==> config.mk <==
export PLATFORM = sky130hd
export DESIGN_NAME = double_to_hex_digits
export DESIGN_NICKNAME = d
export VERILOG_FILES = /design/src/design/dthd_pkg.sv /design/src/design/dthd_front.sv /design/src/design/dthd_round.sv /design/src/design/dthd_emit.sv /design/src/design/double_to_hex_digits.sv
export VERILOG_INCLUDE_DIRS = /design/src /design/src/design
export SDC_FILE = /design/constraint.sdc
export NUM_CORES = 1
export LEC_CHECK = 0
export BUFFER_PORTS_ARGS = -buffer_cell sky130_fd_sc_hd__buf_2
export CAP_MARGIN = 40
export CELL_PAD_IN_SITES_DETAIL_PLACEMENT = 0
export CELL_PAD_IN_SITES_GLOBAL_PLACEMENT = 1
export CORE_MARGIN = 2
export CORE_UTILIZATION = 57
export DETAILED_ROUTE_END_ITERATION = 12
export PLACE_DENSITY = 0.9
export RECOVER_POWER = 50
export SLEW_MARGIN = 5
export SYNTH_ARGS = -nofsm -noshare
export SYNTH_HDL_FRONTEND = slang
export SYNTH_SLANG_ARGS = --single-unit
==> constraint.sdc <==
create_clock -name clk -period 9.8 [get_ports clk]
set_input_delay 2.94 -clock clk [delete_from_list [all_inputs] [get_ports clk]]
set_output_delay 2.94 -clock clk [all_outputs]
set_load 0.1 [all_outputs]
==> src/design/double_to_hex_digits_macros.svh <==
// ----------------------------------------------------------------------------
// double_to_hex_digits assertion macros
// Shared concurrent assertion forms for the hex digit generator.
// ----------------------------------------------------------------------------
`ifndef DOUBLE_TO_HEX_DIGITS_MACROS_SVH
`define DOUBLE_TO_HEX_DIGITS_MACROS_SVH

`ifndef SYNTHESIS

// antecedent holds in the same cycle as the consequent
`define DTHD_ASSERT_SAME(label, clk, rst_n, ante, cons) \
    label: assert property (@(posedge clk) disable iff (!rst_n) (ante) |-> (cons)) \
        else $error("dthd assertion failed");

// consequent holds in the cycle after the antecedent
`define DTHD_ASSERT_NEXT(label, clk, rst_n, ante, cons) \
    label: assert property (@(posedge clk) disable iff (!rst_n) (ante) |=> (cons)) \
        else $error("dthd assertion failed");

`else

`define DTHD_ASSERT_SAME(label, clk, rst_n, ante, cons)
`define DTHD_ASSERT_NEXT(label, clk, rst_n, ante, cons)

`endif

`endif

==> src/design/dthd_pkg.sv <==
// ----------------------------------------------------------------------------
// dthd_pkg
// Types, codes and character helpers for the hex digit generator.
// ----------------------------------------------------------------------------
`timescale 1ns / 1ps

package dthd_pkg;

    // digit count limits
    localparam int MAX_DIGITS  = 32;
    localparam int CNT_W       = $clog2(MAX_DIGITS + 1);
    localparam int NIBBLES     = 14;
    localparam int SIG_W       = 4 * NIBBLES;

    // result queue
    localparam int QUEUE_DEPTH = 8;
    localparam int QPTR_W      = $clog2(QUEUE_DEPTH);
    localparam int QCNT_W      = $clog2(QUEUE_DEPTH + 1);

    // number classes
    localparam logic [1:0] CLS_FINITE = 2'd0;
    localparam logic [1:0] CLS_ZERO   = 2'd1;
    localparam logic [1:0] CLS_INF    = 2'd2;
    localparam logic [1:0] CLS_NAN    = 2'd3;

    // rounding modes
    localparam logic [1:0] RM_ZERO    = 2'd0;
    localparam logic [1:0] RM_NEAREST = 2'd1;
    localparam logic [1:0] RM_UP      = 2'd2;
    localparam logic [1:0] RM_DOWN    = 2'd3;

    // configuration register indexes
    localparam logic REG_ROUNDING = 1'b0;
    localparam logic REG_UPPER    = 1'b1;

    // aligned significand after the front stages
    typedef struct packed {
        logic [1:0]        cls;
        logic              neg;
        logic signed [11:0] exp;
        logic [SIG_W-1:0]  sig;
        logic [6:0]        req;
    } front_t;

    // finished conversion waiting for the serialiser
    typedef struct packed {
        logic [1:0]        cls;
        logic              neg;
        logic signed [11:0] exp;
        logic [SIG_W-1:0]  digits;
        logic [CNT_W-1:0]  nd;
    } item_t;

    // ascii code of one hex digit
    function automatic logic [6:0] hex_char(input logic [3:0] nib, input logic upper);
        logic [6:0] c;
        if (nib < 4'd10)
            c = 7'h30 + {3'b000, nib};
        else if (upper)
            c = 7'h41 + {3'b000, nib} - 7'd10;
        else
            c = 7'h61 + {3'b000, nib} - 7'd10;
        return c;
    endfunction

    // ascii code of a character of the fixed names
    function automatic logic [6:0] text_char(input logic [1:0] cls,
                                             input logic [CNT_W-1:0] pos);
        logic [7:0] c;
        c = "0";
        if (cls == CLS_INF) begin
            case (pos[2:0])
                3'd0:    c = "I";
                3'd1:    c = "n";
                3'd2:    c = "f";
                3'd3:    c = "i";
                3'd4:    c = "n";
                3'd5:    c = "i";
                3'd6:    c = "t";
                3'd7:    c = "y";
                default: c = "y";
            endcase
        end else if (cls == CLS_NAN) begin
            case (pos[1:0])
                2'd1:    c = "a";
                default: c = "N";
            endcase
        end
        return c[6:0];
    endfunction

endpackage

==> src/design/dthd_front.sv <==
// ----------------------------------------------------------------------------
// dthd_front
// Stages one and two: classify, find the top bit of a subnormal, align the
// significand into fourteen nibbles and form the exponent.
// ----------------------------------------------------------------------------
`timescale 1ns / 1ps

module dthd_front
    import dthd_pkg::*;
(
    input  logic        clk,
    input  logic        rst_n,
    input  logic        in_valid,
    input  logic [63:0] value_bits,
    input  logic [6:0]  requested_digits,
    output logic        out_valid,
    output front_t      out_word
);

    // stage one registers
    logic        s1_valid_reg;
    logic [1:0]  s1_cls_reg, s1_cls_next;
    logic        s1_neg_reg;
    logic [10:0] s1_ex_reg;
    logic [51:0] s1_m_reg;
    logic [5:0]  s1_hb_reg, s1_hb_next;
    logic [6:0]  s1_req_reg;

    // stage two registers
    logic        s2_valid_reg;
    front_t      s2_word_reg, s2_word_next;

    // classify and priority-encode the fraction
    always_comb
    begin
        logic [10:0] ex;
        logic [51:0] m;
        ex = value_bits[62:52];
        m  = value_bits[51:0];
        if (ex == 11'h7FF)
            s1_cls_next = (m != 52'd0) ? CLS_NAN : CLS_INF;
        else if (ex == 11'd0 && m == 52'd0)
            s1_cls_next = CLS_ZERO;
        else
            s1_cls_next = CLS_FINITE;
        s1_hb_next = 6'd0;
        for (int i = 0; i < 52; i++)
        begin
            if (m[i])
                s1_hb_next = 6'(i);
        end
    end

    always_ff @(posedge clk or negedge rst_n)
    begin
        if (!rst_n)
            s1_valid_reg <= 1'b0;
        else
            s1_valid_reg <= in_valid;
    end

    always_ff @(posedge clk)
    begin
        s1_cls_reg <= s1_cls_next;
        s1_neg_reg <= value_bits[63];
        s1_ex_reg  <= value_bits[62:52];
        s1_m_reg   <= value_bits[51:0];
        s1_hb_reg  <= s1_hb_next;
        s1_req_reg <= requested_digits;
    end

    // align subnormals on nibbles and work out the exponent
    always_comb
    begin
        logic [3:0] lz;
        logic [6:0] sh;
        lz = 4'd13 - s1_hb_reg[5:2];
        sh = 7'd55 - {1'b0, s1_hb_reg};
        sh[1:0] = 2'b00;
        s2_word_next.cls = s1_cls_reg;
        s2_word_next.neg = s1_neg_reg;
        s2_word_next.req = s1_req_reg;
        if (s1_ex_reg != 11'd0)
        begin
            s2_word_next.sig = {4'h1, s1_m_reg};
            s2_word_next.exp = $signed({1'b0, s1_ex_reg}) - 12'sd1022;
        end
        else
        begin
            s2_word_next.sig = {4'h0, s1_m_reg} << {lz, 2'b00};
            s2_word_next.exp = -12'sd1021 - $signed({5'b00000, sh});
        end
        case (s1_cls_reg)
            CLS_ZERO:         s2_word_next.exp = 12'sd1;
            CLS_INF, CLS_NAN: s2_word_next.exp = 12'sd0;
            default:          ;
        endcase
    end

    always_ff @(posedge clk or negedge rst_n)
    begin
        if (!rst_n)
            s2_valid_reg <= 1'b0;
        else
            s2_valid_reg <= s1_valid_reg;
    end

    always_ff @(posedge clk)
    begin
        s2_word_reg <= s2_word_next;
    end

    assign out_valid = s2_valid_reg;
    assign out_word  = s2_word_reg;

endmodule

==> src/design/dthd_round.sv <==
// ----------------------------------------------------------------------------
// dthd_round
// Stages three and four: settle the digit count, decide rounding from the
// cut-off nibbles, then add the increment and handle a full carry.
// ----------------------------------------------------------------------------
`timescale 1ns / 1ps

module dthd_round
    import dthd_pkg::*;
(
    input  logic        clk,
    input  logic        rst_n,
    input  logic [1:0]  rounding_mode,
    input  logic        in_valid,
    input  front_t      in_word,
    output logic        out_valid,
    output item_t       out_item
);

    // stage three registers
    logic             s3_valid_reg;
    logic [1:0]       s3_cls_reg;
    logic             s3_neg_reg;
    logic signed [11:0] s3_exp_reg;
    logic [CNT_W-1:0] s3_nd_reg, s3_nd_next;
    logic [SIG_W-1:0] s3_kept_reg, s3_kept_next;
    logic [SIG_W-1:0] s3_inc_reg, s3_inc_next;

    // stage four registers
    logic             s4_valid_reg;
    item_t            s4_item_reg, s4_item_next;

    // digit count and rounding decision
    always_comb
    begin
        logic [6:0]       rq;
        logic [CNT_W-1:0] nd_short;
        logic [3:0]       nib;
        logic [3:0]       first;
        logic [3:0]       lastk;
        logic             rest;
        logic             any;
        logic             up;
        rq = in_word.req;
        nd_short = CNT_W'(1);
        for (int i = 0; i < NIBBLES; i++)
        begin
            if (in_word.sig[SIG_W-1-4*i -: 4] != 4'd0)
                nd_short = CNT_W'(i + 1);
        end
        if (rq[6])
            s3_nd_next = nd_short;
        else if (rq[5:0] == 6'd0)
            s3_nd_next = CNT_W'(1);
        else if (int'(rq[5:0]) > MAX_DIGITS)
            s3_nd_next = CNT_W'(MAX_DIGITS);
        else
            s3_nd_next = CNT_W'(rq[5:0]);

        first = 4'd0;
        lastk = 4'd0;
        rest  = 1'b0;
        s3_kept_next = in_word.sig;
        for (int i = 0; i < NIBBLES; i++)
        begin
            nib = in_word.sig[SIG_W-1-4*i -: 4];
            if (CNT_W'(i) == s3_nd_next)
                first = nib;
            if (CNT_W'(i) > s3_nd_next && nib != 4'd0)
                rest = 1'b1;
            if (CNT_W'(i + 1) == s3_nd_next)
                lastk = nib;
            if (CNT_W'(i) >= s3_nd_next)
                s3_kept_next[SIG_W-1-4*i -: 4] = 4'd0;
        end
        any = (first != 4'd0) || rest;
        case (rounding_mode)
            RM_NEAREST: up = (first > 4'd8) || (first == 4'd8 && (rest || lastk[0]));
            RM_UP:      up = any && !in_word.neg;
            RM_DOWN:    up = any && in_word.neg;
            default:    up = 1'b0;
        endcase
        if (up)
            s3_inc_next = SIG_W'(1) << (4 * (NIBBLES - int'(s3_nd_next)));
        else
            s3_inc_next = '0;
    end

    always_ff @(posedge clk or negedge rst_n)
    begin
        if (!rst_n)
            s3_valid_reg <= 1'b0;
        else
            s3_valid_reg <= in_valid;
    end

    always_ff @(posedge clk)
    begin
        s3_cls_reg  <= in_word.cls;
        s3_neg_reg  <= in_word.neg;
        s3_exp_reg  <= in_word.exp;
        s3_nd_reg   <= s3_nd_next;
        s3_kept_reg <= s3_kept_next;
        s3_inc_reg  <= s3_inc_next;
    end

    // apply the increment, a carry out of the top renormalises
    always_comb
    begin
        logic [SIG_W:0] sum;
        sum = {1'b0, s3_kept_reg} + {1'b0, s3_inc_reg};
        s4_item_next.neg = s3_neg_reg;
        s4_item_next.cls = s3_cls_reg;
        if (sum[SIG_W])
        begin
            s4_item_next.digits = {4'h1, {(SIG_W - 4){1'b0}}};
            s4_item_next.exp    = s3_exp_reg + 12'sd4;
        end
        else
        begin
            s4_item_next.digits = sum[SIG_W-1:0];
            s4_item_next.exp    = s3_exp_reg;
        end
        case (s3_cls_reg)
            CLS_INF:  s4_item_next.nd = CNT_W'(8);
            CLS_NAN:  s4_item_next.nd = CNT_W'(3);
            CLS_ZERO: s4_item_next.nd = CNT_W'(1);
            default:  s4_item_next.nd = s3_nd_reg;
        endcase
    end

    always_ff @(posedge clk or negedge rst_n)
    begin
        if (!rst_n)
            s4_valid_reg <= 1'b0;
        else
            s4_valid_reg <= s3_valid_reg;
    end

    always_ff @(posedge clk)
    begin
        s4_item_reg <= s4_item_next;
    end

    assign out_valid = s4_valid_reg;
    assign out_item  = s4_item_reg;

endmodule

==> src/design/dthd_emit.sv <==
// ----------------------------------------------------------------------------
// dthd_emit
// Queue of finished conversions and the serialiser that sends one character
// word per cycle from the head of the queue.
// ----------------------------------------------------------------------------
`timescale 1ns / 1ps
`include "double_to_hex_digits_macros.svh"

module dthd_emit
    import dthd_pkg::*;
(
    input  logic               clk,
    input  logic               rst_n,
    input  logic               upper_case,
    input  logic               in_valid,
    input  item_t              in_item,
    output logic               pop,
    output logic               result_valid,
    output logic [1:0]         number_class,
    output logic               negative,
    output logic signed [11:0] binary_exponent,
    output logic [6:0]         character,
    output logic               last
);

    // queue storage and pointers
    item_t             q_mem_reg [QUEUE_DEPTH];
    logic [QPTR_W-1:0] wr_ptr_reg, wr_ptr_next;
    logic [QPTR_W-1:0] rd_ptr_reg, rd_ptr_next;
    logic [QCNT_W-1:0] count_reg, count_next;
    logic [CNT_W-1:0]  pos_reg, pos_next;

    // output registers
    logic               result_valid_reg;
    logic [1:0]         class_reg;
    logic               neg_reg;
    logic signed [11:0] exp_reg;
    logic [6:0]         char_reg, char_next;
    logic               last_reg, last_next;

    item_t             head;
    logic              have_head;

    assign head      = q_mem_reg[rd_ptr_reg];
    assign have_head = (count_reg != '0);

    // pick the character at the current position of the head item
    always_comb
    begin
        logic [3:0] nib;
        nib = 4'd0;
        for (int i = 0; i < NIBBLES; i++)
        begin
            if (pos_reg == CNT_W'(i))
                nib = head.digits[SIG_W-1-4*i -: 4];
        end
        if (head.cls == CLS_FINITE)
            char_next = hex_char(nib, upper_case);
        else
            char_next = text_char(head.cls, pos_reg);
        last_next = (pos_reg == head.nd - CNT_W'(1));
    end

    // queue bookkeeping
    always_comb
    begin
        pop         = have_head && last_next;
        wr_ptr_next = in_valid ? wr_ptr_reg + QPTR_W'(1) : wr_ptr_reg;
        rd_ptr_next = pop ? rd_ptr_reg + QPTR_W'(1) : rd_ptr_reg;
        count_next  = count_reg + QCNT_W'(in_valid) - QCNT_W'(pop);
        if (pop)
            pos_next = '0;
        else if (have_head)
            pos_next = pos_reg + CNT_W'(1);
        else
            pos_next = pos_reg;
    end

    always_ff @(posedge clk or negedge rst_n)
    begin
        if (!rst_n)
        begin
            wr_ptr_reg       <= '0;
            rd_ptr_reg       <= '0;
            count_reg        <= '0;
            pos_reg          <= '0;
            result_valid_reg <= 1'b0;
        end
        else
        begin
            wr_ptr_reg       <= wr_ptr_next;
            rd_ptr_reg       <= rd_ptr_next;
            count_reg        <= count_next;
            pos_reg          <= pos_next;
            result_valid_reg <= have_head;
        end
    end

    // queue write and output payload
    always_ff @(posedge clk)
    begin
        if (in_valid)
            q_mem_reg[wr_ptr_reg] <= in_item;
        class_reg <= head.cls;
        neg_reg   <= head.neg;
        exp_reg   <= head.exp;
        char_reg  <= char_next;
        last_reg  <= last_next;
    end

    assign result_valid    = result_valid_reg;
    assign number_class    = class_reg;
    assign negative        = neg_reg;
    assign binary_exponent = exp_reg;
    assign character       = char_reg;
    assign last            = last_reg;

    // no write into a full queue
    `DTHD_ASSERT_SAME(a_no_overflow, clk, rst_n, in_valid, (count_reg != QCNT_W'(QUEUE_DEPTH)) || pop)
    // a pop ends its conversion with a last word
    `DTHD_ASSERT_NEXT(a_pop_last, clk, rst_n, pop, result_valid_reg && last_reg)
    // a queued item is never left waiting
    `DTHD_ASSERT_NEXT(a_no_gap, clk, rst_n, have_head, result_valid_reg)

endmodule

==> src/design/double_to_hex_digits.sv <==
// ----------------------------------------------------------------------------
// double_to_hex_digits
// Converts an IEEE binary64 encoding into a stream of hex significand
// characters with sign, class and power-of-two exponent.
// ----------------------------------------------------------------------------
// Usage:
//   A conversion is taken when start is high and busy is low. The four
//   pipeline stages (classify, align, round decision, increment) accept a new
//   word every cycle while busy is low; finished conversions wait in an
//   8-entry queue. Each character leaves as one word, result_valid high
//   for one cycle, with last set on the final character. After it is
//   accepted, a conversion passes the pipeline stages into the queue, and
//   the queue head is sent at one character per cycle, so a conversion of
//   n characters fills n output words (1 to 32; 14 typical, 8 for Infinity).
//   busy rises when 8 conversions are inside the block (pipeline and queue).
//   The receiver cannot stall: words are delivered back to back.
//   Configuration: cfg_index 0 is rounding_mode, 1 is upper_case; cfg_ready
//   is always high. Write only while no conversion is in flight.
//   Reset clears the pipeline, the queue and the output strobe and sets
//   rounding to nearest even with lower-case digits.
// ----------------------------------------------------------------------------
`timescale 1ns / 1ps
`include "double_to_hex_digits_macros.svh"

module double_to_hex_digits
    import dthd_pkg::*;
(
    input  logic               clk,
    input  logic               rst_n,
    input  logic               start,
    output logic               busy,
    input  logic [63:0]        value_bits,
    input  logic signed [6:0]  requested_digits,
    input  logic               cfg_valid,
    output logic               cfg_ready,
    input  logic               cfg_index,
    input  logic [1:0]         cfg_data,
    output logic               result_valid,
    output logic [1:0]         number_class,
    output logic               negative,
    output logic signed [11:0] binary_exponent,
    output logic [6:0]         character,
    output logic               last
);

    logic [1:0]        rounding_mode_reg;
    logic              upper_case_reg;
    logic [QCNT_W-1:0] occ_reg, occ_next;
    logic              accept;
    logic              pop;
    logic              front_valid;
    front_t            front_word;
    logic              round_valid;
    item_t             round_item;

    // configuration registers
    assign cfg_ready = 1'b1;

    always_ff @(posedge clk or negedge rst_n)
    begin
        if (!rst_n)
        begin
            rounding_mode_reg <= RM_NEAREST;
            upper_case_reg    <= 1'b0;
        end
        else if (cfg_valid && cfg_ready)
        begin
            case (cfg_index)
                REG_ROUNDING: rounding_mode_reg <= cfg_data;
                REG_UPPER:    upper_case_reg    <= cfg_data[0];
                default:      ;
            endcase
        end
    end

    // conversions held inside the block, bounded by the queue size
    assign accept   = start && !busy;
    assign busy     = (occ_reg == QCNT_W'(QUEUE_DEPTH));
    assign occ_next = occ_reg + QCNT_W'(accept) - QCNT_W'(pop);

    always_ff @(posedge clk or negedge rst_n)
    begin
        if (!rst_n)
            occ_reg <= '0;
        else
            occ_reg <= occ_next;
    end

    dthd_front u_front (
        .clk              (clk),
        .rst_n            (rst_n),
        .in_valid         (accept),
        .value_bits       (value_bits),
        .requested_digits (requested_digits),
        .out_valid        (front_valid),
        .out_word         (front_word)
    );

    dthd_round u_round (
        .clk           (clk),
        .rst_n         (rst_n),
        .rounding_mode (rounding_mode_reg),
        .in_valid      (front_valid),
        .in_word       (front_word),
        .out_valid     (round_valid),
        .out_item      (round_item)
    );

    dthd_emit u_emit (
        .clk             (clk),
        .rst_n           (rst_n),
        .upper_case      (upper_case_reg),
        .in_valid        (round_valid),
        .in_item         (round_item),
        .pop             (pop),
        .result_valid    (result_valid),
        .number_class    (number_class),
        .negative        (negative),
        .binary_exponent (binary_exponent),
        .character       (character),
        .last            (last)
    );

    // occupancy never runs past the queue size
    `DTHD_ASSERT_SAME(a_occ_bound, clk, rst_n, 1'b1, occ_reg <= QCNT_W'(QUEUE_DEPTH))

endmodule

==> results of run 1 <==
## power groups by stage
stage / Clock [uW] / Combinational [uW] / Sequential (uW)
5_1_grt: 3860 / 2840 / 5380
6_report: 3660 / 2660 / 5330
3_3_place_gp: 0 / 2540 / 5390
4_1_cts: 3710 / 2690 / 5330
2_1_floorplan: 0 / 1660 / 5650
3_5_place_dp: 0 / 2650 / 5400
## layout by cell type, fill, tap and decap left out, types with 15 or more instances in the layout
master / Yosys / final
o211ai_1: 20 / 20
inv_1: 38 / 38
nor2_1: 159 / 153
nand3_1: 64 / 63
and3_1: 22 / 22
buf_4: 3 / 31
ha_1: 43 / 43
buf_2: 16 / 104
nand4_1: 34 / 34
dfxtp_1: 346 / 344
xor2_1: 43 / 42
clkinv_2: 0 / 16
clkbuf_16: 0 / 96
nor2b_1: 41 / 40
mux2_2: 33 / 33
nand2_1: 215 / 215
a31oi_1: 15 / 15
o21ai_0: 99 / 99
mux2i_1: 102 / 102
mux4_2: 159 / 159
a21oi_1: 98 / 98
a21o_1: 22 / 22
edfxtp_1: 616 / 616
and2_1: 52 / 49
xnor2_1: 51 / 50
nor3_1: 25 / 24
nor4_1: 41 / 41
clkbuf_1: 73 / 29
dfrtp_1: 27 / 24
## through the flow
step | util [%] | cells
floorplan | - | 2661
global placement | 60.1 | 3557
detailed placement | 60.3 | 3568
CTS | 65.0 | 3745
global route | 65.0 | 3745
finish | 65.0 | 3745
## cell type report
| cell class | count | area [um^2] |
|---|---|---|
| timing repair buffer | 150 | 932 |
| inverter | 43 | 161 |
| clock inverter | 52 | 573 |
| sequential | 990 | 26100 |
| multi-input combinational | 1512 | 12300 |
| tap | 873 | 1090 |
| clock buffer | 125 | 2580 |
| fill | 4683 | 23600 |
## path summary, 6_finish.rpt
kind	from	end	slack, ps	cells after the start
hold reg to reg	u_front.out_word[64]	u_round.s3_exp_reg[1]	320	0
setup / recovery	u_front.out_word[23]	u_round.s3_inc_reg[20]	4430	14
max in group asynchronous	rst_n	u_emit.rd_ptr_reg[0]	6840	1
hold / removal	u_front.out_word[64]	u_round.s3_exp_reg[1]	320	0
setup reg to reg	u_front.out_word[23]	u_round.s3_inc_reg[20]	4430	14
min in group asynchronous	rst_n	occ_reg[3]	2360	1
## routing by layer
| metal | part of all wire [%] | up-vias | track usage [%] |
|---|---|---|---|
| met4 | 3.3 | 2 | 10.0 |
| met3 | 6.2 | 182 | 4.10 |
| met1 | 40 | 11600 | 36.2 |
| li1 | - | 10400 | - |
| met5 | 0.013 | - | 0 |
| met2 | 50 | 925 | 47.0 |
## critical path, cell delays in order (launching register included)
cell and delay (ps):
dfxtp_1 360, nor4_1 720, nand4_1 170, o2111ai_1 400
nand2_1 490, inv_2 340, ha_1 710, nand2_1 150
o22ai_1 350, o32ai_1 160, a311oi_1 410, a21oi_1 130
nor4_2 470, buf_4 260, nor4_1 80
## cells by family after synthesis
group                      share of synthesized area [%]
DFF                                                 67.0
and+or+nand+nor                                     9.20
AOI/OAI and AO/OA                                   5.80
muxes                                               12.8
buffers and inverters                               1.63
xor gates and xnor gates                            2.11
adders and majority gates                           1.48
other                                            0.00962
## Yosys cell counts (43+ instances only)
library cell	number
dfxtp_1	346
xor2_1	43
nor2_1	159
xnor2_1	51
nand2_1	215
a21oi_1	98
and2_1	52
ha_1	43
edfxtp_1	616
clkbuf_1	73
mux2i_1	102
nand3_1	64
mux4_2	159
o21ai_0	99
==> out/metrics.csv, run 1 <==
stage,metric,value,unit
setup_path,critPathRequiredTime,10310,ps
global_route,globalRouteOverflowTotal,0,
sta,fmax,186,MHz
sta,rsz0062_at_grt,false,
finish,final_area,43800,um^2
setup_path,crit_fanout,18,
sta,fin_setup_tns,0,ps
outcome,outcome,"finished, violations left",
detailed_routing,viasPerCell,6.16,
synth,synth_async_sr_flop_share,2.83,%
synth,synth_cells,2661,
global_route,grt_start_max_net_pins,84,
detailed_routing,routed_wl,96.3,mm
power,p_leak,0.0153,uW
placed_design,pre_cts_ws,4560,ps
synth,synth_edf_count,616,
clocking,cts_sinks,990,
clocking,cts_made_buffers,95,
global_route,grt_usage,27.6,%
synth,synth_area_leaders,"edfxtp_1, dfxtp_1, mux4_2",
sta,finalClockSkew,29.7,ps
placed_design,placed_area,40700,um^2
sta,finalCritPeriodShare,54.8,%
sta,setup_slack,4430,ps
finish,largest_reg_flops,616,
clocking,root_buffer,clkbuf_16,
synth,synth_ff_type,edfxtp_1,
synth,ys_ff_latch,990,
floorplanning,die_width,266,um
placed_design,portBuffers,102,
power,pwr-share-clk,31.4,%
clocking,cts-resized-gates,0,
synth,yosysWarnings,0,
floorplanning,rows,95,
synth,synth_nets,2784,
detailed_routing,ant_nets,0,
synth,ys_seq_area_share,67.0,%
clocking,path_clk_slew,60,ps
placed_design,dpl.hpwl,63.2,mm
synth,avgSynthCellArea,14.7,um^2
sta,fin_crit,5370,ps
hold_path,worstHoldPathType,reg -> reg,
floorplanning,coreArea,67400,um^2
clocking,hold_buffers,0,
power,swShare,30.1,%
finish,nets,2915,
detailed_routing,initialDrtViolationCount,2242,
setup_path,cp-end-kind,flip-flop,
power,power.density,266,nW/um^2
setup_path,path_class,reg -> reg,
sta,slew_headroom,-95.8,%
synth,synth_area,39000,um^2
power,internal-power,8150,uW
clocking,cts_tree,built,
detailed_routing,vias,23100,
synth,synth_top_area_share,47.4,%
clocking,clkLatencyLatePin,670,ps
clocking,post_cts_buffers,0,
detailed_routing,wl_per_cell,25.7,um
power,ir_drop,234,uV
synth,synth_area_leader_cell,edfxtp_1,
sta,setup_viol,0,
floorplanning,die-area,70500,um^2
outcome,violations,"capacitance limit, slew limit",
placed_design,globalplace.congestion,0.934,
power,total_power,11700,uW
finish,area_growth,12.3,%
clocking,cts_buffer_depth,3,
setup_path,crit_path_start_kind,flip-flop,
floorplanning,dieHeight,266,um
finish,drive_gt1_share,18.1,%
floorplanning,initial_core_util,57.9,%
detailed_routing,dr.pass1.iters,5,
sta,tightestPinTransition,2940,ps
finish,num_antenna_cells,0,
global_route,antenna_found_initial,4,
synth,synth.distinct_cells,79,
run,cap_violations,7,
clocking,cts.htree.levels,3,
detailed_routing,drc,0,
power,combPwrFrac,22.8,%
power,p_switching,3510,uW
global_route,grt_pass1_vias,23700,
floorplanning,ioPinCount,104,
sta,slew_viol_final,245,
sta,hold_viol,0,
sta,holdWs,324,ps
setup_path,cp.arrival,5880,ps
global_route,grt_pass1_wl,145,mm
power,pwr-share-seq,45.8,%
Power figures use the tool's default switching activity.
==> run 2: changes to the inputs <==
Settings changed: CORE_UTILIZATION 57 to 47, PLACE_DENSITY 0.9 to 0.8.
Clock period 9.8 ns to 4.35 ns, I/O delays scaled along.
==> run 2 against run 1 <==
The run still ends with capacitance limit, slew limit left. Clock power is 140% higher. Sequential share of layout area down 1.4 points. Global-route usage decreased by 4.7 points. Register-to-register slack worse by 4200 ps. Critical path type unchanged.
==> out/metrics.csv, run 2 (synthesized netlist as in run 1, its figures left out) <==
stage,metric,value,unit,change
sta,fmax,241,MHz,+29%
global_route,antenna_found_initial,2,,-2
finish,final_cell_mix,"edfxtp_1, dfxtp_1, nand2_1",,
placed_design,globalplace.congestion,0.911,,-2.4%
setup_path,r2r_start,u_front.out_word[44],,
clocking,cts_made_buffers,98,,+3.2%
setup_path,cp-end-kind,flip-flop,,
floorplanning,ioPinCount,104,,unchanged
power,p_switching,7920,uW,+130%
setup_path,rrSetupSlack,200,ps,-4230 ps
detailed_routing,wl_per_cell,24.3,um,-5.6%
run,cap_violations,7,,unchanged
power,pwr-share-clk,33.0,%,+1.6 points
setup_path,worst_path_most_repeated_cell,buf_4,,
sta,holdWs,317,ps,-6.86 ps
power,power.density,602,nW/um^2,+130%
clocking,cts_buffer_depth,3,,unchanged
setup_path,cpLargestDelayFamily,compound AO/OA/AOI/OAI gates,,
power,swShare,29.3,%,-0.78 points
detailed_routing,ant_nets,0,,unchanged
sta,slew_headroom,-97.0,%,-1.2 points
hold_path,hold_end,u_round.out_item[63],,
detailed_routing,drc,0,,unchanged
power,ir_drop,418,uV,+79%
sta,fin_crit,4150,ps,-1220 ps
floorplanning,initial_core_util,47.5,%,-10 points
placed_design,pre_cts_ws,266,ps,-4290 ps
global_route,grt_pass1_vias,23400,,-1.3%
power,p_leak,0.0157,uW,+2.6%
clocking,cts.htree.levels,3,,unchanged
detailed_routing,initialDrtViolationCount,1993,,-11%
setup_path,reg2reg_depth,16,,+2
floorplanning,die-area,85300,um^2,+21%
sta,hold_viol,0,,unchanged
sta,finalClockSkew,29.8,ps,+0.0525 ps
setup_path,crit_path_cell_trace,or4_1 > a211oi_1 > o2111ai_1 > nand2_1 > buf_4 > inv_2 > ha_1 > buf_4 > a21oi_1 > o21ai_0 > a22o_1 > a311oi_1 > a21oi_1 > nor4_2 > buf_4 > nor4_1,,
sta,setup_viol,0,,unchanged
sta,tightestPinTransition,2960,ps,+18.3 ps
finish,nets,2986,,+2.4%
power,pwr-share-seq,44.2,%,-1.6 points
hold_path,worstHoldPathType,reg -> reg,,
finish,drive_gt1_share,19.0,%,+0.89 points
setup_path,reg2reg_to,u_round.s3_inc_reg[32],,
placed_design,portBuffers,102,,unchanged
setup_path,crit_path_start_kind,flip-flop,,
global_route,grt_start_max_net_pins,78,,-7.1%
power,internal-power,19100,uW,+130%
setup_path,cp.arrival,4670,ps,-1210 ps
clocking,cts_tree,built,,
finish,largest_reg_flops,616,,unchanged
hold_path,hold_depth,0,,unchanged
setup_path,critPathRequiredTime,4870,ps,-5440 ps
sta,finalCritPeriodShare,95.4,%,+41 points
setup_path,crit_fanout,14,,-4
detailed_routing,vias,23200,,+0.74%
setup_path,critPathSlowestCell,or4_1,,
floorplanning,die_width,292,um,+10%
floorplanning,dieHeight,292,um,+10%
placed_design,dpl.hpwl,66.0,mm,+4.4%
placed_design,placed_area,41500,um^2,+2.1%
global_route,globalRouteOverflowTotal,0,,unchanged
outcome,outcome,"finished, violations left",,
power,combPwrFrac,22.8,%,about the same
detailed_routing,dr.pass1.iters,5,,unchanged
clocking,cts_sinks,990,,unchanged
finish,area_growth,15.0,%,
clocking,hold_buffers,0,,unchanged
clocking,root_buffer,clkbuf_16,,
sta,rsz0062_at_grt,false,,
sta,setup_slack,198,ps,-4230 ps
finish,layout_commonest_cell,edfxtp_1,,
finish,layoutNonFillerInstCount,4019,,+7.3%
placed_design,placed_cells,3833,,+7.4%
outcome,violations,"capacitance limit, slew limit",,
setup_path,cpPeakStageDelay,600,ps,-120 ps
hold_path,hp-start,u_round.s3_exp_reg[1],,
global_route,grt_usage,22.8,%,-4.7 points
floorplanning,coreArea,82100,um^2,+22%
floorplanning,rows,105,,+11%
detailed_routing,routed_wl,97.6,mm,+1.3%
setup_path,crit_buf_inv,4,,+2
clocking,path_clk_slew,70,ps,about the same
finish,final_area,44900,um^2,+2.4%
clocking,clkLatencyLatePin,660,ps,about the same
detailed_routing,viasPerCell,5.78,,-6.1%
setup_path,cp.depth,16,,+2
finish,utilization,54.6,%,-10 points
finish,fillers,6498,,+39%
global_route,grt_pass1_wl,147,mm,+1.1%
sta,slew_viol_final,309,,+26%
setup_path,path_class,reg -> reg,,
run 2: cell count changes in the layout (fill, tap and decap cells not counted), moves of 3 or more:
cell and change:
buf_12 +9, buf_2 -41, buf_4 +62, bufinv_16 +7
clkbuf_1 +29, clkbuf_16 +3, clkbuf_2 +3, clkbuf_8 +3
clkinv_4 -3, nor2_1 +6, nor2_4 -6
run 2: worst reg2reg max path, delay by kind of cell (launching register included):
kind            cells  cell delay (ps)
fa+ha+maj           1              250
compound gates      7             1600
flops               1              330
buf+inv             4              620
simple gates        4             1210
run 2: per-stage QoR:
| step | TNS [ps] | power (uW) |
|---|---|---|
| 2_1_floorplan | -104 | 16400 |
| 5_1_grt | 0 | 28100 |
| 6_report | 0 | 27000 |
| 3_5_place_dp | 0 | 18400 |
| 3_3_place_gp | 0 | 18200 |
| 4_1_cts | 0 | 27300 |
run 2: area by class of cell:
class | instances | area (um^2) | area share, %
flip-flops and latches | 990 | 26100 | 58.3
repair buffers | 218 | 1450 | 3.22
well taps | 1070 | 1340 | 2.98
clock inverters | 63 | 826 | 1.84
clock buffers | 122 | 2670 | 5.95
multi-input cells | 1512 | 12300 | 27.4
diodes | 1 | 2.50 | 0.00558
inverters | 43 | 161 | 0.360
run 2: worst max-delay path by stage:
stage                          from                endpoint  slack, ps
6_report       u_front.out_word[44]  u_round.s3_inc_reg[32]        200
4_1_cts        u_front.out_word[32]  u_round.s3_inc_reg[32]        260
2_1_floorplan  u_emit.wr_ptr_reg[2]  u_emit.q_mem_reg[1][0]         -1
5_1_grt        u_front.out_word[32]  u_round.s3_inc_reg[32]         70
3_3_place_gp   u_front.out_word[31]   u_round.s3_inc_reg[0]        240
3_5_place_dp   u_front.out_word[32]  u_round.s3_inc_reg[32]        270
run 2: power by group through the flow:
stage	clock network, uW	registers, uW	logic [uW]
3_5_place_dp	0	12100	6240
3_3_place_gp	0	12000	6170
6_report	8920	11900	6150
2_1_floorplan	0	12700	3730
5_1_grt	9440	12100	6600
4_1_cts	9080	11900	6280
run 2: timing repair:
item / 4_1_cts / 5_1_grt
hold endpoints to repair: 0 / 0
gates resized for setup: 0 / 2
buffers inserted: 0 / 0
endpoints found under the setup margin: 0 / 14
run 2: layer usage:
| layer | GRT usage [%] | wire length [um] |
|---|---|---|
| met2 | 37.7 | 47200 |
| met1 | 30.5 | 40800 |
| met5 | 0 | 14 |
| met3 | 3.53 | 5500 |
| met4 | 9.00 | 4070 |
